$ cat src/rtl/core/mlfe_pkg.sv
// Shared types, constants and helpers for the motor link frame engine.
package mlfe_pkg;

  // Motors handled by the link; data slots of higher motors carry zero.
  localparam int MOTOR_COUNT = 4;

  // Frame layout.
  localparam logic [7:0] FRAME_HEAD = 8'hA5;
  localparam logic [3:0] FRAME_SUM_SPAN = 4'd10;
  localparam logic [3:0] FRAME_LAST_IDX = 4'd10;
  localparam int DATA_BYTES = 8;

  // Request modes.
  localparam logic [1:0] MODE_RX = 2'd0;
  localparam logic [1:0] MODE_DUTY = 2'd1;
  localparam logic [1:0] MODE_SPEED_REQ = 2'd2;
  localparam logic [1:0] MODE_TEST = 2'd3;

  // Function codes of transmitted frames.
  localparam logic [7:0] FUNC_DUTY = 8'h01;
  localparam logic [7:0] FUNC_SPEED_REQ = 8'h02;
  localparam logic [7:0] FUNC_TEST = 8'h03;

  // Result kinds.
  localparam logic KIND_TX = 1'b0;
  localparam logic KIND_SPEED = 1'b1;

  // Queue between the front and back parts.
  localparam int QUEUE_DEPTH = 4;
  localparam int QPTR_W = $clog2(QUEUE_DEPTH);
  localparam int QCNT_W = $clog2(QUEUE_DEPTH + 1);

  typedef struct packed {
    logic [1:0]         mode;
    logic [7:0]         rx_byte;
    logic signed [15:0] duty_one;
    logic signed [15:0] duty_two;
    logic signed [15:0] duty_three;
    logic signed [15:0] duty_four;
  } cmd_item_t;

  typedef struct packed {
    logic               kind;
    logic [7:0]         tx_byte;
    logic               last_byte;
    logic signed [15:0] speed_one;
    logic signed [15:0] speed_two;
    logic signed [15:0] speed_three;
    logic signed [15:0] speed_four;
  } res_item_t;

  // Work handed to the back part: a frame to send or a speed report.
  // data[i] is frame byte 2+i.
  typedef struct packed {
    logic                       kind;
    logic [7:0]                 code;
    logic [DATA_BYTES-1:0][7:0] data;
    logic [7:0]                 sum;
  } qentry_t;

  // Function code that belongs to a send mode.
  function automatic logic [7:0] func_code(input logic [1:0] mode);
    logic [7:0] code;
    case (mode)
      MODE_DUTY:      code = FUNC_DUTY;
      MODE_SPEED_REQ: code = FUNC_SPEED_REQ;
      MODE_TEST:      code = FUNC_TEST;
      default:        code = FUNC_TEST;
    endcase
    return code;
  endfunction

endpackage

$ cat src/rtl/core/mlfe_if.sv
// Valid/ready channel interfaces for requests and results.
interface mlfe_cmd_if;
  import mlfe_pkg::*;
  logic      valid;
  logic      ready;
  cmd_item_t data;
  modport source (output valid, output data, input ready);
  modport sink (input valid, input data, output ready);
endinterface

interface mlfe_res_if;
  import mlfe_pkg::*;
  logic      valid;
  logic      ready;
  res_item_t data;
  modport source (output valid, output data, input ready);
  modport sink (input valid, input data, output ready);
endinterface

$ cat src/rtl/core/motor_link_frame_engine_top.sv
// Top level of the motor link frame engine.
// The engine links a host to a four-motor driver over 11-byte frames.
// Requests arrive on the cmd channel: mode 0 carries one received byte,
// modes 1 to 3 ask for a duty, speed request or test frame to be sent.
// Results leave on the res channel: kind 0 is one byte to transmit, with
// last_byte set on the checksum byte; kind 1 carries four speeds from a
// received frame whose checksum matched. Bad frames give no result.
// The front part takes one request per cycle while its four-entry queue
// has room, so received bytes stream at one per cycle. The back part turns
// each queued send into eleven result transactions, one per cycle while the
// receiver takes them, and a speed report into one. An accepted request is
// written into the queue first, and its first result is then loaded into the
// output register. When the receiver stalls, the output register holds, the
// queue fills and cmd.ready drops once four entries wait.
// Reset empties the queue and the output register and abandons any frame
// being received.
module motor_link_frame_engine_top (
  input  logic      clk,
  input  logic      rst,
  mlfe_cmd_if.sink  cmd,
  mlfe_res_if.source res
);
  import mlfe_pkg::*;

  logic    q_push;
  logic    q_pop;
  logic    q_full;
  logic    q_nonempty;
  qentry_t q_entry;
  qentry_t q_head;

  mlfe_front u_front (
    .clk     (clk),
    .rst     (rst),
    .cmd     (cmd),
    .q_full  (q_full),
    .q_push  (q_push),
    .q_entry (q_entry)
  );

  mlfe_queue u_queue (
    .clk        (clk),
    .rst        (rst),
    .push       (q_push),
    .push_entry (q_entry),
    .pop        (q_pop),
    .full       (q_full),
    .nonempty   (q_nonempty),
    .head       (q_head)
  );

  mlfe_back u_back (
    .clk        (clk),
    .rst        (rst),
    .q_nonempty (q_nonempty),
    .q_head     (q_head),
    .q_pop      (q_pop),
    .res        (res)
  );

`ifndef ASSERT_OFF
  // The front part never writes into a full queue.
  a_no_overflow: assert property (@(posedge clk) disable iff (rst)
    q_push |-> !q_full)
    else $error("queue written while full");

  // Only transmit bytes may carry the end-of-frame flag.
  a_last_kind: assert property (@(posedge clk) disable iff (rst)
    (res.valid && res.data.last_byte) |-> (res.data.kind == KIND_TX))
    else $error("end-of-frame flag on a speed result");

  // Retiring a send frame presents its checksum byte next.
  a_last_on_pop: assert property (@(posedge clk) disable iff (rst)
    (q_pop && q_head.kind == KIND_TX) |=> (res.valid && res.data.last_byte))
    else $error("send frame retired without its final byte");
`endif

endmodule

$ cat src/rtl/core/mlfe_queue.sv
// Short first-in first-out queue between the front and back parts.
module mlfe_queue (
  input  logic              clk,
  input  logic              rst,
  input  logic              push,
  input  mlfe_pkg::qentry_t push_entry,
  input  logic              pop,
  output logic              full,
  output logic              nonempty,
  output mlfe_pkg::qentry_t head
);
  import mlfe_pkg::*;

  qentry_t             slots [QUEUE_DEPTH];
  logic [QPTR_W-1:0]   wr_ptr;
  logic [QPTR_W-1:0]   rd_ptr;
  logic [QCNT_W-1:0]   count;

  assign full     = (count == QCNT_W'(QUEUE_DEPTH));
  assign nonempty = (count != '0);
  assign head     = slots[rd_ptr];

  // Pointer and occupancy bookkeeping.
  always_ff @(posedge clk) begin
    if (rst) begin
      wr_ptr <= '0;
      rd_ptr <= '0;
      count  <= '0;
    end else begin
      if (push) begin
        wr_ptr <= (wr_ptr == QPTR_W'(QUEUE_DEPTH - 1)) ? '0 : wr_ptr + 1'b1;
      end
      if (pop) begin
        rd_ptr <= (rd_ptr == QPTR_W'(QUEUE_DEPTH - 1)) ? '0 : rd_ptr + 1'b1;
      end
      if (push && !pop) begin
        count <= count + 1'b1;
      end else if (pop && !push) begin
        count <= count - 1'b1;
      end
    end
  end

  // Entry storage.
  always_ff @(posedge clk) begin
    if (push) begin
      slots[wr_ptr] <= push_entry;
    end
  end

endmodule

$ cat src/rtl/core/mlfe_front.sv
// Front part: accepts requests, tracks received frames, queues work.
module mlfe_front (
  input  logic              clk,
  input  logic              rst,
  mlfe_cmd_if.sink          cmd,
  input  logic              q_full,
  output logic              q_push,
  output mlfe_pkg::qentry_t q_entry
);
  import mlfe_pkg::*;

  logic [3:0]  rx_count;
  logic [3:0]  rx_count_next;
  logic [7:0]  rx_sum;
  logic [7:0]  rx_sum_next;
  logic [7:0]  rx_data [DATA_BYTES];
  logic        rx_store;
  logic        accept;
  logic [7:0]  rx_b;
  logic [DATA_BYTES-1:0][7:0] duty_bytes;
  logic [DATA_BYTES-1:0][7:0] speed_bytes;
  logic [7:0]  tx_sum;
  logic [7:0]  tx_code;

  assign cmd.ready = !q_full;
  assign accept    = cmd.valid && cmd.ready;
  assign rx_b      = cmd.data.rx_byte;
  assign tx_code   = func_code(cmd.data.mode);

  // Duty bytes for a send frame, big-endian, unused motors zero.
  always_comb begin
    duty_bytes = '0;
    if (cmd.data.mode == MODE_DUTY) begin
      duty_bytes[0] = cmd.data.duty_one[15:8];
      duty_bytes[1] = cmd.data.duty_one[7:0];
      duty_bytes[2] = cmd.data.duty_two[15:8];
      duty_bytes[3] = cmd.data.duty_two[7:0];
      duty_bytes[4] = cmd.data.duty_three[15:8];
      duty_bytes[5] = cmd.data.duty_three[7:0];
      duty_bytes[6] = cmd.data.duty_four[15:8];
      duty_bytes[7] = cmd.data.duty_four[7:0];
      for (int m = MOTOR_COUNT; m < 4; m++) begin
        duty_bytes[2*m]   = '0;
        duty_bytes[2*m+1] = '0;
      end
    end
  end

  // Checksum of an outgoing frame: header, code and eight data bytes.
  always_comb begin
    tx_sum = FRAME_HEAD + tx_code;
    for (int i = 0; i < DATA_BYTES; i++) begin
      tx_sum = tx_sum + duty_bytes[i];
    end
  end

  // Speeds from a stored frame; unused motors read as zero.
  always_comb begin
    for (int i = 0; i < DATA_BYTES; i++) begin
      speed_bytes[i] = (i < 2 * MOTOR_COUNT) ? rx_data[i] : 8'h00;
    end
  end

  // Receive tracking and queue requests.
  always_comb begin
    rx_count_next = rx_count;
    rx_sum_next   = rx_sum;
    rx_store      = 1'b0;
    q_push        = 1'b0;
    q_entry.kind  = KIND_TX;
    q_entry.code  = tx_code;
    q_entry.data  = duty_bytes;
    q_entry.sum   = tx_sum;
    if (accept) begin
      if (cmd.data.mode == MODE_RX) begin
        if (rx_count == '0 && rx_b != FRAME_HEAD) begin
          rx_count_next = rx_count;
        end else if (rx_count < FRAME_SUM_SPAN) begin
          rx_store      = (rx_count >= 4'd2);
          rx_sum_next   = rx_sum + rx_b;
          rx_count_next = rx_count + 1'b1;
        end else begin
          // Checksum byte: report on a match, drop otherwise.
          rx_count_next = '0;
          rx_sum_next   = '0;
          q_push        = (rx_b == rx_sum);
          q_entry.kind  = KIND_SPEED;
          q_entry.code  = '0;
          q_entry.data  = speed_bytes;
          q_entry.sum   = '0;
        end
      end else begin
        q_push = 1'b1;
      end
    end
  end

  always_ff @(posedge clk) begin
    if (rst) begin
      rx_count <= '0;
      rx_sum   <= '0;
    end else begin
      rx_count <= rx_count_next;
      rx_sum   <= rx_sum_next;
    end
  end

  // Data byte store; written only, so no reset is needed.
  always_ff @(posedge clk) begin
    if (rx_store) begin
      rx_data[3'(rx_count - 4'd2)] <= rx_b;
    end
  end

endmodule

$ cat src/rtl/core/mlfe_back.sv
// Back part: drains queued work into the registered result channel.
module mlfe_back (
  input  logic              clk,
  input  logic              rst,
  input  logic              q_nonempty,
  input  mlfe_pkg::qentry_t q_head,
  output logic              q_pop,
  mlfe_res_if.source        res
);
  import mlfe_pkg::*;

  logic [3:0] byte_idx;
  logic       load;
  logic [7:0] cur_byte;
  res_item_t  item;

  assign load  = q_nonempty && (!res.valid || res.ready);
  assign q_pop = load && (q_head.kind == KIND_SPEED || byte_idx == FRAME_LAST_IDX);

  // Frame byte at the current position.
  always_comb begin
    case (byte_idx)
      4'd0:    cur_byte = FRAME_HEAD;
      4'd1:    cur_byte = q_head.code;
      4'd10:   cur_byte = q_head.sum;
      default: cur_byte = q_head.data[3'(byte_idx - 4'd2)];
    endcase
  end

  // Result built from the queue head.
  always_comb begin
    item = '0;
    item.kind = q_head.kind;
    if (q_head.kind == KIND_SPEED) begin
      item.speed_one   = {q_head.data[0], q_head.data[1]};
      item.speed_two   = {q_head.data[2], q_head.data[3]};
      item.speed_three = {q_head.data[4], q_head.data[5]};
      item.speed_four  = {q_head.data[6], q_head.data[7]};
    end else begin
      item.tx_byte   = cur_byte;
      item.last_byte = (byte_idx == FRAME_LAST_IDX);
    end
  end

  // Output register and byte position.
  always_ff @(posedge clk) begin
    if (rst) begin
      res.valid <= 1'b0;
      byte_idx  <= '0;
    end else if (load) begin
      res.valid <= 1'b1;
      if (q_pop) begin
        byte_idx <= '0;
      end else begin
        byte_idx <= byte_idx + 1'b1;
      end
    end else if (res.ready) begin
      res.valid <= 1'b0;
    end
  end

  always_ff @(posedge clk) begin
    if (load) begin
      res.data <= item;
    end
  end

endmodule

$ cat src/flat_wrapper.sv
// flat-port wrapper written by rule: the top's interface ports become plain ports
module motor_link_frame_engine_top_flat import mlfe_pkg::*;
  (clk, rst, cmd_valid, cmd_data, cmd_ready, res_valid, res_data, res_ready);
  mlfe_cmd_if cmd_i ();
  mlfe_res_if res_i ();
  input  logic clk;
  input  logic rst;
  input wire logic [$bits(cmd_i.valid)-1:0] cmd_valid;
  input wire logic [$bits(cmd_i.data)-1:0] cmd_data;
  output wire logic [$bits(cmd_i.ready)-1:0] cmd_ready;
  output wire logic [$bits(res_i.valid)-1:0] res_valid;
  output wire logic [$bits(res_i.data)-1:0] res_data;
  input wire logic [$bits(res_i.ready)-1:0] res_ready;
  assign cmd_i.valid = cmd_valid;
  assign cmd_i.data = cmd_data;
  assign cmd_ready = cmd_i.ready;
  assign res_valid = res_i.valid;
  assign res_data = res_i.data;
  assign res_i.ready = res_ready;
  motor_link_frame_engine_top u_core (.clk(clk), .rst(rst), .cmd(cmd_i), .res(res_i));
endmodule
$ cat config.mk
export PLATFORM = sky130hd
export DESIGN_NAME = motor_link_frame_engine_top_flat
export DESIGN_NICKNAME = d
export VERILOG_FILES = /design/src/rtl/core/mlfe_pkg.sv /design/src/rtl/core/mlfe_if.sv /design/src/rtl/core/motor_link_frame_engine_top.sv /design/src/rtl/core/mlfe_queue.sv /design/src/rtl/core/mlfe_front.sv /design/src/rtl/core/mlfe_back.sv /design/src/flat_wrapper.sv
export SDC_FILE = /design/constraint.sdc
export NUM_CORES = 1
export LEC_CHECK = 0
export ABC_AREA = 1
export ABC_CLOCK_PERIOD_IN_PS = 15100
export BUFFER_PORTS_ARGS = -buffer_cell sky130_fd_sc_hd__buf_2
export CORE_MARGIN = 10
export CORE_UTILIZATION = 40
export CTS_CLUSTER_SIZE = 24
export DETAILED_ROUTE_END_ITERATION = 16
export GPL_TIMING_DRIVEN = 0
export SLEW_MARGIN = 15
export SYNTH_ARGS = -nofsm -noshare
export SYNTH_HDL_FRONTEND = slang
export SYNTH_HIERARCHICAL = 1
export SYNTH_SLANG_ARGS = --single-unit
$ cat constraint.sdc
create_clock -name clk -period 15.1 [get_ports clk]
set_input_delay 3.02 -clock clk [delete_from_list [all_inputs] [get_ports clk]]
set_output_delay 3.02 -clock clk [all_outputs]
set_load 0.01 [all_outputs]
* Word-level counts from Yosys, hierarchy flattened
Memory sizes are Yosys's and may differ from the RTL's. A register that Yosys moved wholly into a read port is not among the register bits.
Index checks and enable logic that the tools add are counted.
W data, S select, Z words.
** Word-level totals
- Output and inout port bits :: 76
- Bits in registers :: 98
- Word-level logic and storage cells :: 98
- Memories :: 2
- RAM bits :: 388
** Operators by class
- Add/subtract/negate cells :: 18
- Multiplexer cells :: 32
- Eq/ne operators :: 9
- Magnitude comparators :: 3
- Bitwise gates (word level) :: 1
- Reductions and logical operators :: 19
** Memories
- u_core.u_queue.slots :: depth 4, bits a word 81, rd ports 1, clocked after Yosys merged registers in 1, wr ports 1, line mlfe_queue.sv:14 : qentry_t slots [QUEUE_DEPTH];
- u_core.u_front.rx_data :: depth 8, bits a word 8, rd ports 8, clocked after Yosys merged registers in 0, wr ports 1, line mlfe_front.sv:16 : logic [7:0] rx_data [DATA_BYTES];
** Operator list (number)
- $mux W81 :: 4
- $add A8 B8 Y8 :: 9
- $mux W64 :: 1
- $bmux W8 S3 :: 1
- $pmux W8 S3 :: 1
- $mux W8 :: 2
- $mux W1 :: 14
- $add A4 B1 Y4 const B :: 2
- $add A8 B8 Y8 const A :: 1
- $eq A8 B8 Y1 :: 1
- $logic_not A4 Y1 :: 2
- $mux W2 :: 4
- $mux W4 :: 2
- $ne A8 B8 Y1 const B :: 1
- $eq A2 B2 Y1 const B :: 3
- $logic_and A1 B1 Y1 :: 6
- $mux W3 :: 2
- $sub A3 B2 Y3 const B :: 2
- $add A2 B1 Y2 const B :: 2
- $eq A4 B1 Y1 const B :: 1
- $eq A4 B4 Y1 const B :: 1
- $ge A4 B2 Y1 const B :: 1
- $logic_not A1 Y1 :: 4
- $lt A3 B4 Y1 const B :: 1
- 12 further kinds :: 14

* Longest topological paths before layout
- Depth in word-level cells :: 15
- Mapped depth :: 25
- Mapped depth without buffers :: 23

* By module
The synthesis kept the hierarchy.
** By module, submodules not included
- mlfe_queue :: cells each 843, area an instance 12544.5 um^2, sequential area each 9909.5 um^2, instances 1
- mlfe_front :: cells each 638, area an instance 5341.4 um^2, sequential area each 2162.1 um^2, instances 1
- mlfe_back :: cells each 488, area an instance 4083.9 um^2, sequential area each 2322.2 um^2, instances 1

* Worst setup path after synthesis
Ideal clock, no wire load.
- Path type :: input -> register
- Start point :: in cmd_data[72]
- End point :: mem u_core/u_queue/slots[0][6] (netlist bit), data pin
- Path slack :: 7976 ps
- Path buffers :: 1
- Data required time :: 14828 ps
- Data arrival time :: 6852 ps
- Stages :: 17
- Cell sequence :: inv_1 nor2_2 clkbuf_1 nand2_1 fa_1 inv_1 fa_1 fa_1 inv_1 fa_1 inv_1 ha_1 fa_1 a21oi_1 o21bai_1 o21ai_1 a21oi_1
** RTL lines
- start, declared :: line flat_wrapper.sv:9 : input wire logic [$bits(cmd_i.data)-1:0] cmd_data;
- end, declared :: line mlfe_queue.sv:14

==> impl_metrics.py <==
metrics = {
    "setup_path": {
        "crit_required_ns": 15.46,
        "cp_top_family": "adder cells",
        "crit_fanout": 10,
        "crit_type": "in2reg",
        "end_kind": "flip-flop",
        "crit_top_cell": "fa_1",
        "crit_chain": "buf_2, inv_1, nor2_2, clkbuf_1, nand2_1, fa_1, inv_1, fa_1, fa_1, inv_1, fa_1, inv_1, ha_1, fa_1, a21oi_1, o21bai_1, a21oi_1",
        "max_stage_delay_ns": 0.61,
        "worstSetupStartpointType": "input port",
        "cp_data_arrival_time_ns": 7.86,
        "path_buf_inv": 6,
        "cp_slowest_cell": "fa_1",
    },
    "routing": {
        "wl_per_cell_um": 21.6,
        "firstDrtPassIters": 6,
        "via_per_inst": 5.20,
        "postRouteAntennaNets": 0,
        "routed_wl_um": 63300,
        "drc": 0,
        "initialDrtViolationCount": 1748,
        "via_count": 15200,
    },
    "clock_network": {
        "clockRootBuffer": "clkbuf_16",
        "cts_htree_levels": 2,
        "numCtsBuffers": 53,
        "ctsLongestPathBuffers": 3,
        "clk_pin_slew_worst_paths_ns": 0.06,
        "clkLatencyLatePin_ns": 0.60,
        "hold_buffers": 0,
        "ctsResizeCount": 0,
        "cts_tree": "yes",
        "cts_setup_buffers": 0,
        "clock_sinks": 488,
    },
    "layout": {
        "drive_gt1_frac": 0.157,
        "fillers": 4871,
        "final_util": 0.473,
        "multi_input_area_um2": 5950,
        "fin_cells": 2927,
        "layout-area-overhead-vs-synth_pct": 16.5,
        "fin_area_um2": 25600,
        "ff_latch_area_um2": 14400,
        "layout.nets": 2340,
    },
    "global_route": {
        "grt_pass1_vias": 14900,
        "antenna_found_initial": 1,
        "grt_pass1_wl_um": 92800,
        "grt_max_degree": 67,
        "overflow": 0,
        "gr-usage-all-layers": 0.193,
    },
    "sta": {
        "setup_ws_ns": 7.60,
        "finClkSkew_ns": 0.0231,
        "setup_tns_ns": 0,
        "tightestPinTransition_ns": 0.991,
        "relSlewSlack": 0.337,
        "whs_ns": 0.472,
        "setup_viol": 0,
        "hold_viol": 0,
        "drv_slew": 0,
        "fmax_mhz": 133,
        "rsz0062_at_grt": "no",
        "fin_crit_sh": 0.497,
        "fin_crit_ns": 7.50,
    },
    "pwr": {
        "p_comb_frac": 0.287,
        "sw_frac_of_total": 0.333,
        "switching_power_mw": 1.47,
        "power.density_nw_per_um2": 172,
        "clockPowerShare": 0.303,
        "p_leak_nw": 10.8,
        "p_int_mw": 2.94,
        "ir_drop_uv": 91.0,
        "seqPwrFrac": 0.410,
        "p_total_mw": 4.41,
    },
    "logic_synthesis": {
        "yosysWarnings": 6,
        "ys_seq_area_frac": 0.655,
        "ys.flop_type": "edfxtp_1",
        "synth_cell_types": 43,
        "synth_edf_count": 462,
        "ys_seq_elements": 488,
        "syn-instance-count": 1969,
        "async_reset_ff_frac": 0,
        "synth_area_um2": 22000,
        "syn_avg_cell_area_um2": 11.2,
    },
    "floorplan": {
        "num_rows": 85,
        "die-area_um2": 64700,
        "start_util": 0.406,
        "die_w_um": 254,
        "io_pins": 154,
        "coreArea_um2": 54100,
        "die_h_um": 254,
    },
    "hold_path": {
        "hp-class": "reg2reg",
    },
    "place": {
        "place_inst": 2828,
        "io_buffers": 153,
        "place.gp.congestion": 0.899,
        "preCtsSetupSlack_ns": 7.06,
        "dpl-instance-area_um2": 23800,
        "dpl.hpwl_um": 45900,
    },
    "status": {
        "status": "completed",
    },
    "flow_run": {
        "drv_cap": 0,
    },
}
## metal layers
layer	global-route usage	vias up	share of wire
met5	0	-	0
met4	0.0575	0	0.025
li1	-	7063	-
met3	0.0366	97	0.083
met2	0.306	660	0.46
met1	0.265	7403	0.44
## power groups by stage
stage	Sequential, mW	Clock [mW]	Combinational [mW]
6_report	1.81	1.34	1.27
5_1_grt	1.83	1.41	1.39
4_1_cts	1.81	1.35	1.27
3_5_place_dp	1.84	0	1.26
3_3_place_gp	1.85	0	1.22
2_1_floorplan	1.90	0	0.679
## worst paths after layout
kind | from | end | slack (ns) | depth (start not counted)
max | cmd_data[72] | u_core/u_queue/slots[0][6]$_DFFE_PP_ | 7.60 | 17
min | u_core/u_front/rx_sum[4]$_SDFFE_PP0P_ | u_core/u_front/rx_sum[4]$_SDFFE_PP0P_ | 0.47 | 2
max reg2reg | flip-flop | u_core/u_queue/count[1]$_SDFFE_PP0P_ | 11.93 | 15
min reg2reg | u_core/u_front/rx_sum[4]$_SDFFE_PP0P_ | u_core/u_front/rx_sum[4]$_SDFFE_PP0P_ | 0.47 | 2
## cells by family (layout without fill, tap and decap cells)
logic type	count (synthesis)	in the layout	share of synthesized area
fa+ha+maj	75	75	0.0571
xor+xnor	5	5	0.00199
flops	488	488	0.655
simple gates	730	730	0.137
other cells	1	7	0.000171
compound gates	302	302	0.0744
buf+inv	368	624	0.0747
## cells in the final DEF (no fill, tap or decap), types with 9 or more instances in the layout
master / count
nor3_1: 12
clkbuf_16: 55
o22ai_1: 85
clkbuf_1: 35
edfxtp_1: 462
buf_4: 9
inv_1: 260
fa_1: 42
clkinv_2: 9
o21ai_0: 149
ha_1: 33
dfxtp_1: 26
clkinv_1: 9
a21oi_1: 36
o21ai_1: 24
nor2_1: 185
nand3_1: 82
nand2_1: 412
buf_2: 190
nor2_2: 23
## state kept, by name, summed over array words and instances, names as in the netlist, named ones only
signal / flops
u_core/u_back/byte_idx: 4
u_core/u_back/res.data: 74
u_core/u_back/res.valid: 1
u_core/u_front/rx_count: 4
u_core/u_front/rx_data: 64
u_core/u_front/rx_sum: 8
u_core/u_queue/count: 3
u_core/u_queue/rd_ptr: 2
u_core/u_queue/slots: 324
u_core/u_queue/wr_ptr: 2
## synthesized netlist by cell type, types with 2 or more instances
| cell | n | area [µm²] |
|---|---|---|
| xnor2_1 | 2 | 17.5 |
| buf_6 | 5 | 56.3 |
| nand3_2 | 2 | 20.0 |
| nand2_1 | 412 | 1550 |
| nor2_2 | 23 | 144 |
| inv_2 | 7 | 26.3 |
| a21oi_1 | 36 | 180 |
| nor3_1 | 12 | 60.1 |
| o21ai_1 | 24 | 120 |
| o21ai_0 | 149 | 746 |
| nand3b_1 | 2 | 15.0 |
| edfxtp_1 | 462 | 13900 |
| dfxtp_1 | 26 | 521 |
| buf_8 | 6 | 90.1 |
| o22ai_1 | 85 | 532 |
| inv_1 | 264 | 991 |
| xor2_1 | 3 | 26.3 |
| ha_1 | 33 | 413 |
| nand3_1 | 82 | 410 |
| buf_2 | 37 | 185 |
| a21o_1 | 2 | 15.0 |
| clkbuf_1 | 26 | 97.6 |
| buf_12 | 3 | 60.1 |
| fa_1 | 42 | 841 |
| buf_4 | 9 | 67.6 |
| nor2_1 | 185 | 694 |
| nand4_1 | 5 | 31.3 |
| clkbuf_2 | 8 | 40.0 |
| a31oi_1 | 3 | 18.8 |
## cell type report
type / count / share of cell area
well taps: 696 / 0.0340
diodes: 1 / 0.0000978
flip-flops and latches: 488 / 0.563
clock inverters: 33 / 0.0151
inverters: 274 / 0.0416
repair buffers: 158 / 0.0350
plain buffers: 94 / 0.0233
multi-input cells: 1118 / 0.233
clock buffers: 65 / 0.0556
## worst reg2reg max path: stages (launching register included)
cell      delay (ns)
dfxtp_1         0.30
buf_6           0.16
inv_8           0.12
clkbuf_1        0.47
o21ai_0         0.17
o22ai_1         0.31
inv_1           0.08
nand2_1         0.08
nand2_1         0.09
inv_1           0.13
inv_1           0.13
ha_1            0.22
inv_1           0.09
fa_1            0.43
o21ai_0         0.21
nor2_1          0.06
No activity file was read; power rests on OpenSTA's default activity.
